### config.mk
export PLATFORM = sky130hd
export DESIGN_NAME = ias_ctrl
export DESIGN_NICKNAME = d
export VERILOG_FILES = /design/src/hw/rtl/ias_pkg.sv /design/src/hw/rtl/ias_ctrl.sv
export SDC_FILE = /design/constraint.sdc
export NUM_CORES = 1
export LEC_CHECK = 0
export BUFFER_PORTS_ARGS = -buffer_cell sky130_fd_sc_hd__buf_2
export CAP_MARGIN = 10
export CORE_ASPECT_RATIO = 1.5
export CORE_UTILIZATION = 40
export CTS_CLUSTER_DIAMETER = 80
export DETAILED_ROUTE_END_ITERATION = 10
export PLACE_DENSITY_LB_ADDON = 0.2
export SYNTH_ARGS = -nofsm -noshare
export SYNTH_HDL_FRONTEND = slang
export SYNTH_SLANG_ARGS = --single-unit
### constraint.sdc
create_clock -name clk -period 1.7 [get_ports clk]
set_input_delay 0.17 -clock clk [delete_from_list [all_inputs] [get_ports clk]]
set_output_delay 0.17 -clock clk [all_outputs]
set_load 0.02 [all_outputs]
### src/hw/rtl/ias_pkg.sv
// ----------------------------------------------------------------------------
// ias_pkg
// Shared widths, codes and controller/datapath interface types.
// ----------------------------------------------------------------------------
package ias_pkg;

  localparam int WORD_BITS = 40;
  localparam int PC_BITS   = 13;
  localparam int ADDR_BITS = 12;
  localparam int OP_BITS   = 8;
  localparam int HALF_BITS = 20;
  localparam int STEP_BITS = 21;

  localparam logic [STEP_BITS-1:0] RUN_BUDGET = 21'h100000;

  localparam logic [1:0] FUNC_WRITE = 2'd0;
  localparam logic [1:0] FUNC_READ  = 2'd1;
  localparam logic [1:0] FUNC_RUN   = 2'd2;

  localparam logic [1:0] ST_OK      = 2'd0;
  localparam logic [1:0] ST_INVALID = 2'd1;
  localparam logic [1:0] ST_DIV0    = 2'd2;
  localparam logic [1:0] ST_BUDGET  = 2'd3;

  localparam logic [OP_BITS-1:0] OP_LOAD     = 8'd1;
  localparam logic [OP_BITS-1:0] OP_LOAD_NEG = 8'd2;
  localparam logic [OP_BITS-1:0] OP_LOAD_ABS = 8'd3;
  localparam logic [OP_BITS-1:0] OP_LOAD_NAB = 8'd4;
  localparam logic [OP_BITS-1:0] OP_ADD      = 8'd5;
  localparam logic [OP_BITS-1:0] OP_SUB      = 8'd6;
  localparam logic [OP_BITS-1:0] OP_ADD_ABS  = 8'd7;
  localparam logic [OP_BITS-1:0] OP_SUB_ABS  = 8'd8;
  localparam logic [OP_BITS-1:0] OP_LOAD_MQM = 8'd9;
  localparam logic [OP_BITS-1:0] OP_LOAD_MQ  = 8'd10;
  localparam logic [OP_BITS-1:0] OP_MUL      = 8'd11;
  localparam logic [OP_BITS-1:0] OP_DIV      = 8'd12;
  localparam logic [OP_BITS-1:0] OP_JUMP_L   = 8'd13;
  localparam logic [OP_BITS-1:0] OP_JUMP_R   = 8'd14;
  localparam logic [OP_BITS-1:0] OP_JUMPP_L  = 8'd15;
  localparam logic [OP_BITS-1:0] OP_JUMPP_R  = 8'd16;
  localparam logic [OP_BITS-1:0] OP_STOR_L   = 8'd18;
  localparam logic [OP_BITS-1:0] OP_STOR_R   = 8'd19;
  localparam logic [OP_BITS-1:0] OP_LSH      = 8'd20;
  localparam logic [OP_BITS-1:0] OP_RSH      = 8'd21;
  localparam logic [OP_BITS-1:0] OP_STOR     = 8'd33;

  typedef enum logic [3:0] {
    DP_NOP, DP_LATCH, DP_RUN_INIT, DP_MEM_WR_IN, DP_MEM_RD, DP_LOAD_IR,
    DP_STEP, DP_ALU, DP_MD_START, DP_MD_WB, DP_NEXT_HALF, DP_PC_INC
  } dp_op_t;

  typedef enum logic [1:0] {ASRC_IN, ASRC_PC, ASRC_AR} asrc_t;

  typedef enum logic [1:0] {RES_ZERO, RES_READ, RES_RUN} res_kind_t;

  typedef struct packed {
    dp_op_t     op;
    logic       amod;
    asrc_t      asrc;
    logic       res_load;
    res_kind_t  res_kind;
    logic [1:0] res_status;
  } dp_cmd_t;

  typedef struct packed {
    logic               run_ok;
    logic               budget_out;
    logic               left_half;
    logic [OP_BITS-1:0] opcode;
    logic               ac_pos;
    logic               m_zero;
    logic               md_done;
  } dp_sts_t;

endpackage

### src/hw/rtl/ias_ctrl.sv
// ----------------------------------------------------------------------------
// ias_ctrl
// Sequencer for memory access, fetch, execute and result delivery.
// ----------------------------------------------------------------------------
module ias_ctrl import ias_pkg::*; (
  input  logic       clk,
  input  logic       rst,
  input  logic       in_valid,
  input  logic [1:0] in_func,
  output logic       in_stall,
  output logic       out_valid,
  input  logic       out_stall,
  input  dp_sts_t    sts,
  output dp_cmd_t    cmd
);

  typedef enum logic [4:0] {
    S_IDLE, S_W_A, S_W_B, S_W_DO, S_R_A, S_R_B, S_R_RD, S_RUN_INIT,
    S_CHECK, S_F_B, S_F_RD, S_F_IR, S_EXEC, S_O_B, S_O_RD, S_O_ABS,
    S_OPER, S_MD_WAIT, S_MD_WB, S_NEXT, S_DONE
  } state_t;

  state_t     state;
  state_t     state_next;
  res_kind_t  res_kind;
  logic [1:0] res_status;
  logic       set_res;
  res_kind_t  set_kind;
  logic [1:0] set_status;
  logic       take;

  assign in_stall = state != S_IDLE;
  assign take     = in_valid && !in_stall;

  always_comb begin
    cmd            = '0;
    cmd.op         = DP_NOP;
    cmd.asrc       = ASRC_IN;
    cmd.res_kind   = res_kind;
    cmd.res_status = res_status;
    state_next     = state;
    set_res        = 1'b0;
    set_kind       = RES_ZERO;
    set_status     = ST_OK;
    case (state)
      S_IDLE: begin
        if (take) begin
          cmd.op = DP_LATCH;
          case (in_func)
            FUNC_WRITE: state_next = S_W_A;
            FUNC_READ:  state_next = S_R_A;
            FUNC_RUN:   state_next = S_RUN_INIT;
            default: begin
              state_next = S_DONE;
              set_res    = 1'b1;
            end
          endcase
        end
      end
      S_W_A: begin
        cmd.amod   = 1'b1;
        state_next = S_W_B;
      end
      S_W_B: state_next = S_W_DO;
      S_W_DO: begin
        cmd.op     = DP_MEM_WR_IN;
        state_next = S_DONE;
        set_res    = 1'b1;
      end
      S_R_A: begin
        cmd.amod   = 1'b1;
        state_next = S_R_B;
      end
      S_R_B: state_next = S_R_RD;
      S_R_RD: begin
        cmd.op     = DP_MEM_RD;
        state_next = S_DONE;
        set_res    = 1'b1;
        set_kind   = RES_READ;
      end
      S_RUN_INIT: begin
        cmd.op     = DP_RUN_INIT;
        state_next = S_CHECK;
      end
      S_CHECK: begin
        if (sts.run_ok) begin
          cmd.amod   = 1'b1;
          cmd.asrc   = ASRC_PC;
          state_next = S_F_B;
        end else begin
          state_next = S_DONE;
          set_res    = 1'b1;
          set_kind   = RES_RUN;
        end
      end
      S_F_B: state_next = S_F_RD;
      S_F_RD: begin
        cmd.op     = DP_MEM_RD;
        state_next = S_F_IR;
      end
      S_F_IR: begin
        cmd.op     = DP_LOAD_IR;
        state_next = S_EXEC;
      end
      S_EXEC: begin
        if (sts.budget_out) begin
          state_next = S_DONE;
          set_res    = 1'b1;
          set_kind   = RES_RUN;
          set_status = ST_BUDGET;
        end else begin
          cmd.op     = DP_STEP;
          cmd.amod   = 1'b1;
          cmd.asrc   = ASRC_AR;
          state_next = S_O_B;
        end
      end
      S_O_B: state_next = S_O_RD;
      S_O_RD: begin
        cmd.op     = DP_MEM_RD;
        state_next = S_O_ABS;
      end
      S_O_ABS: state_next = S_OPER;
      S_OPER: begin
        case (sts.opcode)
          OP_LOAD, OP_LOAD_NEG, OP_LOAD_ABS, OP_LOAD_NAB, OP_ADD, OP_SUB,
          OP_ADD_ABS, OP_SUB_ABS, OP_LOAD_MQM, OP_LOAD_MQ, OP_LSH, OP_RSH,
          OP_STOR_L, OP_STOR_R, OP_STOR: begin
            cmd.op     = DP_ALU;
            state_next = S_NEXT;
          end
          OP_MUL: begin
            cmd.op     = DP_MD_START;
            state_next = S_MD_WAIT;
          end
          OP_DIV: begin
            if (sts.m_zero) begin
              state_next = S_DONE;
              set_res    = 1'b1;
              set_kind   = RES_RUN;
              set_status = ST_DIV0;
            end else begin
              cmd.op     = DP_MD_START;
              state_next = S_MD_WAIT;
            end
          end
          OP_JUMP_L, OP_JUMP_R: begin
            cmd.op     = DP_ALU;
            state_next = S_EXEC;
          end
          OP_JUMPP_L, OP_JUMPP_R: begin
            if (sts.ac_pos) begin
              cmd.op     = DP_ALU;
              state_next = S_EXEC;
            end else begin
              state_next = S_NEXT;
            end
          end
          default: begin
            state_next = S_DONE;
            set_res    = 1'b1;
            set_kind   = RES_RUN;
            set_status = ST_INVALID;
          end
        endcase
      end
      S_MD_WAIT: begin
        if (sts.md_done) begin
          state_next = S_MD_WB;
        end
      end
      S_MD_WB: begin
        cmd.op     = DP_MD_WB;
        state_next = S_NEXT;
      end
      S_NEXT: begin
        if (sts.left_half) begin
          cmd.op     = DP_NEXT_HALF;
          state_next = S_EXEC;
        end else begin
          cmd.op     = DP_PC_INC;
          state_next = S_CHECK;
        end
      end
      S_DONE: begin
        // load the result register once the previous item has left
        if (!out_valid || !out_stall) begin
          cmd.res_load = 1'b1;
          state_next   = S_IDLE;
        end
      end
      default: state_next = S_IDLE;
    endcase
  end

  always_ff @(posedge clk) begin
    if (rst) begin
      state      <= S_IDLE;
      out_valid  <= 1'b0;
      res_kind   <= RES_ZERO;
      res_status <= ST_OK;
    end else begin
      state <= state_next;
      if (set_res) begin
        res_kind   <= set_kind;
        res_status <= set_status;
      end
      if (cmd.res_load) begin
        out_valid <= 1'b1;
      end else if (!out_stall) begin
        out_valid <= 1'b0;
      end
    end
  end

  a_no_overwrite: assert property (@(posedge clk) disable iff (rst)
    cmd.res_load |-> !(out_valid && out_stall))
    else $error("result register loaded while a result is stalled");

  a_take_leaves_idle: assert property (@(posedge clk) disable iff (rst)
    take |=> state != S_IDLE)
    else $error("accepted item left the controller idle");

  a_md_writeback: assert property (@(posedge clk) disable iff (rst)
    (state == S_MD_WAIT && sts.md_done) |=> cmd.op == DP_MD_WB)
    else $error("finished multiply/divide not written back");

endmodule

==> results.sh, run 1 <==
export IMPL_outcome="finished with violations"
export IMPL_violations="negative setup slack"
export IMPL_cts_num_sinks=10
export IMPL_drv_cap=0
export IMPL_p_int_w=0.00123
export IMPL_drc=0
export IMPL_die_w_um=49.3
export IMPL_cts_htree_levels=1
export IMPL_synthFlopType="dfxtp_1"
export IMPL_wl_per_cell_um=16.4
export IMPL_top_layer_used="met4"
export IMPL_cts_hold_buf=0
export IMPL_area_growth_syn_to_layout_pct=48.1
export IMPL_cts_root_buf="clkbuf_8"
export IMPL_crit_type="input port to output port"
export IMPL_grt_pass1_vias=1703
export IMPL_routed_wl_met3_um=136
export IMPL_fin_skew_ns=0.00390
export IMPL_yosysWarnings=0
export IMPL_switchingPower_w=0.00101
export IMPL_async_reset_ff_frac=0
export IMPL_die_y_um=72.9
export IMPL_swShare=0.452
export IMPL_seqPwrFrac=0.181
export IMPL_rsz0062_at_grt="yes"
export IMPL_n_fill_cell=284
export IMPL_min_period_ns=1.82
export IMPL_maxSlewViolCount=0
export IMPL_cts_inserted_buffers=3
export IMPL_cts_tree="yes"
export IMPL_drt_total_wl_mm=4.73
export IMPL_clk_pin_slew_ns=0.05
export IMPL_slowest_delay_ns=0.56
export IMPL_max_slew_worst_pin_slew_ns=0.378
export IMPL_cts_max_path_buffers=2
export IMPL_combinationalPowerShare=0.683
export IMPL_start_util=0.424
export IMPL_critPathArrivalTime_ns=1.65
export IMPL_startpoint_type="input port"
export IMPL_cpMaxStageDelayCell="or4_4"
export IMPL_finalCoreUtilization=0.628
export IMPL_grt_overflow_total=0
export IMPL_syn_area_mm2=0.00134
export IMPL_hp_class="input port to flop"
export IMPL_portBuffers=33
export IMPL_dp_slack_ns=-0.339
export IMPL_wl_met2_mm=2.60
export IMPL_relSlewSlack=0.746
export IMPL_fmax_mhz=550
export IMPL_clkPwrFrac=0.135
export IMPL_required_ns=1.53
export IMPL_gp_congestion=0.909
export IMPL_grt_pass1_wl_mm=7.45
export IMPL_powerDensity_mw_per_mm2=1130
export IMPL_vias_per_cell=6.10
export IMPL_setup_viol=7
export IMPL_dr_total_vias=1758
export IMPL_final_nets=269
export IMPL_tns_ns=-0.621
export IMPL_layout_setup_ws_ns=-0.119
export IMPL_multiInputGateArea_mm2=0.00115
export IMPL_grt_max_degree=17
export IMPL_first_pass_iters=4
export IMPL_end_kind="output port"
export IMPL_dp_cells=280
export IMPL_hold_worst_slack_ns=0.172
export IMPL_die_area_mm2=0.00359
export IMPL_netlist_instances=189
export IMPL_ios=34
export IMPL_syn_avg_cell_area_um2=7.09
export IMPL_track_usage=0.265
export IMPL_yosysUniqueCellTypes=58
export IMPL_crit_chain="buf_6 > or4_4 > nor4_4 > a31oi_4 > a31oi_4 > a311o_1 > buf_6"
export IMPL_wl_met1_mm=1.77
export IMPL_syn_nets=209
export IMPL_n_antenna_cell=0
export IMPL_stdcell_count=288
export IMPL_ys_seq_area_frac=0.149
export IMPL_critPathMaxFanout=3
export IMPL_drtIter0Drc=39
export IMPL_dpl_hpwl_mm=3.60
export IMPL_synth_seq_cells=10
export IMPL_irDropWorstVdd_mv=0.593
export IMPL_antenna_found_initial=0
export IMPL_p_leak_nw=0.818
export IMPL_rows=25
export IMPL_synth_edf_count=0
export IMPL_regArea_um2=208
export IMPL_hold_violations=0
export IMPL_drive_above_1_share=0.440
export IMPL_antenna_left=0
export IMPL_clock_latency_ns=0.24
export IMPL_core_mm2=0.00316
export IMPL_fin_crit_sh=1.07
what timing repair did:
action	in CTS	in global routing
resized for setup	18	17
pin swaps	7	8
cloned	0	0
buffers inserted	3	1
setup endpoints to repair	5	12
cells in the final DEF, fill, tap and decap left out, types with 3 or more instances in the layout:
| cell | instances |
|---|---|
| a211oi_1 | 4 |
| a21oi_1 | 15 |
| a311o_1 | 4 |
| a31oi_1 | 6 |
| and2_1 | 4 |
| and3_1 | 3 |
| buf_2 | 27 |
| buf_4 | 38 |
| buf_6 | 6 |
| clkbuf_8 | 4 |
| dfxtp_1 | 6 |
| dfxtp_2 | 3 |
| inv_1 | 8 |
| nand2_1 | 11 |
| nand2b_1 | 7 |
| nand3_1 | 6 |
| nor2_1 | 8 |
| nor2_2 | 3 |
| nor3_1 | 6 |
| nor3b_1 | 3 |
| nor4_1 | 3 |
| o211a_1 | 3 |
| o211ai_1 | 3 |
| o21ai_0 | 7 |
| o31a_1 | 4 |
critical path: cells and delay by family:
family          cells  cell delay (ns)
compound gates      3             0.46
buf+inv             2             0.22
simple gates        2             0.81
metal layers:
metal | GRT usage | vias to the layer above
met5 | 0 | -
met4 | 0.150 | 0
met3 | 0.0188 | 21
met2 | 0.534 | 61
met1 | 0.257 | 827
li1 | - | 849
per-stage QoR:
step           total power (W)  area [µm²]
6_report               0.00225        1980
5_1_grt                0.00239        1980
4_1_cts                0.00219        1900
3_5_place_dp           0.00177        1750
3_3_place_gp           0.00175        1750
2_1_floorplan          0.00126        1370
area by class of cell:
type,instances,area share
multi-input combinational,155,0.581
inverter,8,0.0151
tap,40,0.0252
sequential,10,0.105
clock buffer,4,0.0277
timing repair buffer,71,0.246
cell usage after synthesis, drive strengths merged, types with 3 or more instances:
cell type  count  area, µm²
a21oi         17       85.1
o21ai          9       48.8
nand2b         8       50.1
o31a           4       35.0
and2           6       37.5
and3           4       26.3
nor3b          4       30.0
or2            3       18.8
and3b          3       27.5
nor4           6       37.5
clkbuf        10       37.5
o211ai         3       22.5
a31oi          8       50.1
nor3           8       45.0
o221ai         3       32.5
inv            8       30.0
o211a          3       30.0
a211oi         5       42.5
buf            6       48.8
nand3          7       40.0
nand2         13       48.8
a311o          4       40.0
nor2          11       43.8
dfxtp         10        200
kinds of logic (layout without fill, tap and decap cells):
logic type / Yosys count / in the layout / synth area share
multiplexers: 1 / 1 / 0.00747
buffers and inverters: 24 / 83 / 0.0868
AO/OA/AOI/OAI: 70 / 70 / 0.378
AND/OR/NAND/NOR: 83 / 83 / 0.372
XOR/XNOR: 1 / 1 / 0.00654
flip-flops: 10 / 10 / 0.149
state kept, by name, summed over array words and instances (netlist names):
register and cells:
out_valid 1, state 5, res_kind 2, res_status 2
power groups by stage:
stage          sequential (W)  clock (W)  combinational [W]
2_1_floorplan        0.000356          0           0.000901
3_3_place_gp         0.000379          0            0.00137
3_5_place_dp         0.000381          0            0.00139
4_1_cts              0.000400   0.000305            0.00148
5_1_grt              0.000415   0.000319            0.00165
6_report             0.000408   0.000304            0.00154
worst paths after layout:
path                      start            end  slack (ns)  depth (start not counted)
setup reg to reg       state[4]  res_status[0]        0.02                          6
hold / removal              rst       state[3]        0.17                          2
setup / recovery         sts[9]         cmd[8]       -0.12                          7
hold reg to reg   res_status[1]  res_status[1]        0.49                          2
No activity file was read; power rests on OpenSTA's default activity.
==> run 2, diff against run 1 <==
BUFFER_PORTS_ARGS = -buffer_cell sky130_fd_sc_hd__buf_4   (was -buffer_cell sky130_fd_sc_hd__buf_2)
CORE_MARGIN = 2   (was default)
==> results.sh, run 2 (synthesis gave the netlist of run 1 again) <==
export IMPL_rows=25
export IMPL_hp_class="input port to flop"
export IMPL_die_y_um=74.9
export IMPL_power_w=0.00227
export IMPL_core_mm2=0.00319
export IMPL_powerDensity_mw_per_mm2=1120
export IMPL_min_period_ns=1.77
export IMPL_critPathMaxFanout=8
export IMPL_wl_per_cell_um=16.7
export IMPL_grt_pass1_wl_mm=7.47
export IMPL_start_util=0.420
export IMPL_setup_viol=3
export IMPL_stdcell_area_mm2=0.00202
export IMPL_final_nets=266
export IMPL_max_slew_worst_pin_slew_ns=0.470
export IMPL_fin_crit_sh=1.04
export IMPL_maxSlewViolCount=0
export IMPL_cts_root_buf="clkbuf_8"
export IMPL_layout_setup_ws_ns=-0.0729
export IMPL_drt_total_wl_mm=4.74
export IMPL_vias_per_cell=6.25
export IMPL_drive_above_1_share=0.422
export IMPL_dp_cells=275
export IMPL_drc=0
export IMPL_grt_pass1_vias=1700
export IMPL_reg_largest_list="state: 5 flops, res_kind: 2 flops, res_status: 2 flops"
export IMPL_grt_max_degree=21
export IMPL_clk_pin_slew_ns=0.04
export IMPL_violations="negative setup slack"
export IMPL_hold_violations=0
export IMPL_fin_skew_ns=0.00111
export IMPL_required_ns=1.53
export IMPL_drtIter0Drc=52
export IMPL_top_usage_layer="met2"
export IMPL_dpl_hpwl_mm=3.65
export IMPL_end_kind="output port"
export IMPL_clock_latency_ns=0.23
export IMPL_final_cell_mix="buf_4, a21oi_1, nand2_1, nor2_1"
export IMPL_slowest_delay_ns=0.36
export IMPL_first_pass_iters=4
export IMPL_rsz0062_at_grt="yes"
export IMPL_crit_type="flop to output port"
export IMPL_tns_ns=-0.127
export IMPL_critPathArrivalTime_ns=1.60
export IMPL_cts_max_path_buffers=2
export IMPL_grt_overflow_total=0
export IMPL_outcome="finished with violations"
export IMPL_final_common_cell="buf_4"
export IMPL_dr_total_vias=1774
export IMPL_timing_critical_path_mode_cell="buf_4"
export IMPL_cts_htree_levels=1
export IMPL_grt_met2_usage=0.498
export IMPL_top_register="state"
export IMPL_die_w_um=51.3
export IMPL_irDropWorstVdd_mv=0.790
export IMPL_fmax_mhz=564
export IMPL_track_usage=0.252
export IMPL_cts_num_sinks=10
export IMPL_gp_congestion=0.882
export IMPL_cts_tree="yes"
export IMPL_area_growth_syn_to_layout_pct=50.8
export IMPL_cts_inserted_buffers=3
export IMPL_die_area_mm2=0.00384
export IMPL_crit_chain="buf_6 > nor2_1 > buf_4 > nor4_2 > a311o_1 > buf_4"
export IMPL_drv_cap=0
export IMPL_place_area_mm2=0.00181
export IMPL_grt_util_met3=0.0238
export IMPL_stdcell_count=284
export IMPL_startpoint_type="flop"
export IMPL_cts_hold_buf=0
export IMPL_portBuffers=33
export IMPL_largest_register_ffs=5
export IMPL_n_antenna_cell=0
export IMPL_grtUsageMet1=0.266
export IMPL_dp_slack_ns=-0.234
export IMPL_ios=34
export IMPL_relSlewSlack=0.684
export IMPL_p_leak_nw=0.818
export IMPL_antenna_found_initial=0
export IMPL_cpMaxStageDelayCell="dfxtp_4"
export IMPL_antenna_left=0
[run 2: cell count changes in the layout (fill, tap and decap cells not counted), sizes merged]
cell | before | now
clkinvlp | 0 | 1
clkbuf | 4 | 3
buf | 71 | 68
inv | 8 | 7
[run 2: area by class of cell]
| cell class | count | area (µm²) |
|---|---|---|
| Sequential cell | 10 | 210 |
| Inverter | 8 | 33.8 |
| Multi-Input combinational cell | 155 | 1120 |
| Fill cell | 296 | 1170 |
| Tap cell | 40 | 50.0 |
| Timing Repair Buffer | 68 | 561 |
| Clock buffer | 3 | 41.3 |
[run 2: layer usage]
| metal | up-vias | share of wire |
|---|---|---|
| li1 | 842 | - |
| met1 | 839 | 0.38 |
| met2 | 75 | 0.54 |
| met3 | 18 | 0.049 |
| met4 | 0 | 0.035 |
| met5 | - | 0 |
[run 2: critical path, delay by kind of cell, from the launching register on]
| kind | cells | cell delay (ns) |
|---|---|---|
| compound gates | 1 | 0.32 |
| buf+inv | 3 | 0.45 |
| flops | 1 | 0.36 |
| simple gates | 2 | 0.23 |
[run 2: worst paths after layout]
check | start | to | slack [ns] | cells after the start
min reg2reg | out_valid | out_valid | 0.51 | 2
max reg2reg | state[1] | res_status[0] | 0.02 | 6
max | state[0] | cmd[8] | -0.07 | 6
min | rst | state[3] | 0.15 | 2
[run 2: timing repair]
action,4_1_cts,5_1_grt
gates resized for setup,16,16
gates cloned,0,0
buffers inserted,1,5
endpoints found under the setup margin,8,10
pin swaps,6,6
[run 2: power by group]
group          internal (W)  switching (W)
clock              0.000154      0.0000797
combinational      0.000786       0.000857
sequential         0.000310      0.0000820
total               0.00125        0.00102
[run 2: stage by stage]
step,hold WS (ns),utilization
6_report,0.151,0.633
5_1_grt,0.154,0.633
4_1_cts,0.153,0.601
3_5_place_dp,0.395,0.567
3_3_place_gp,0.397,0.567
2_1_floorplan,0.239,-
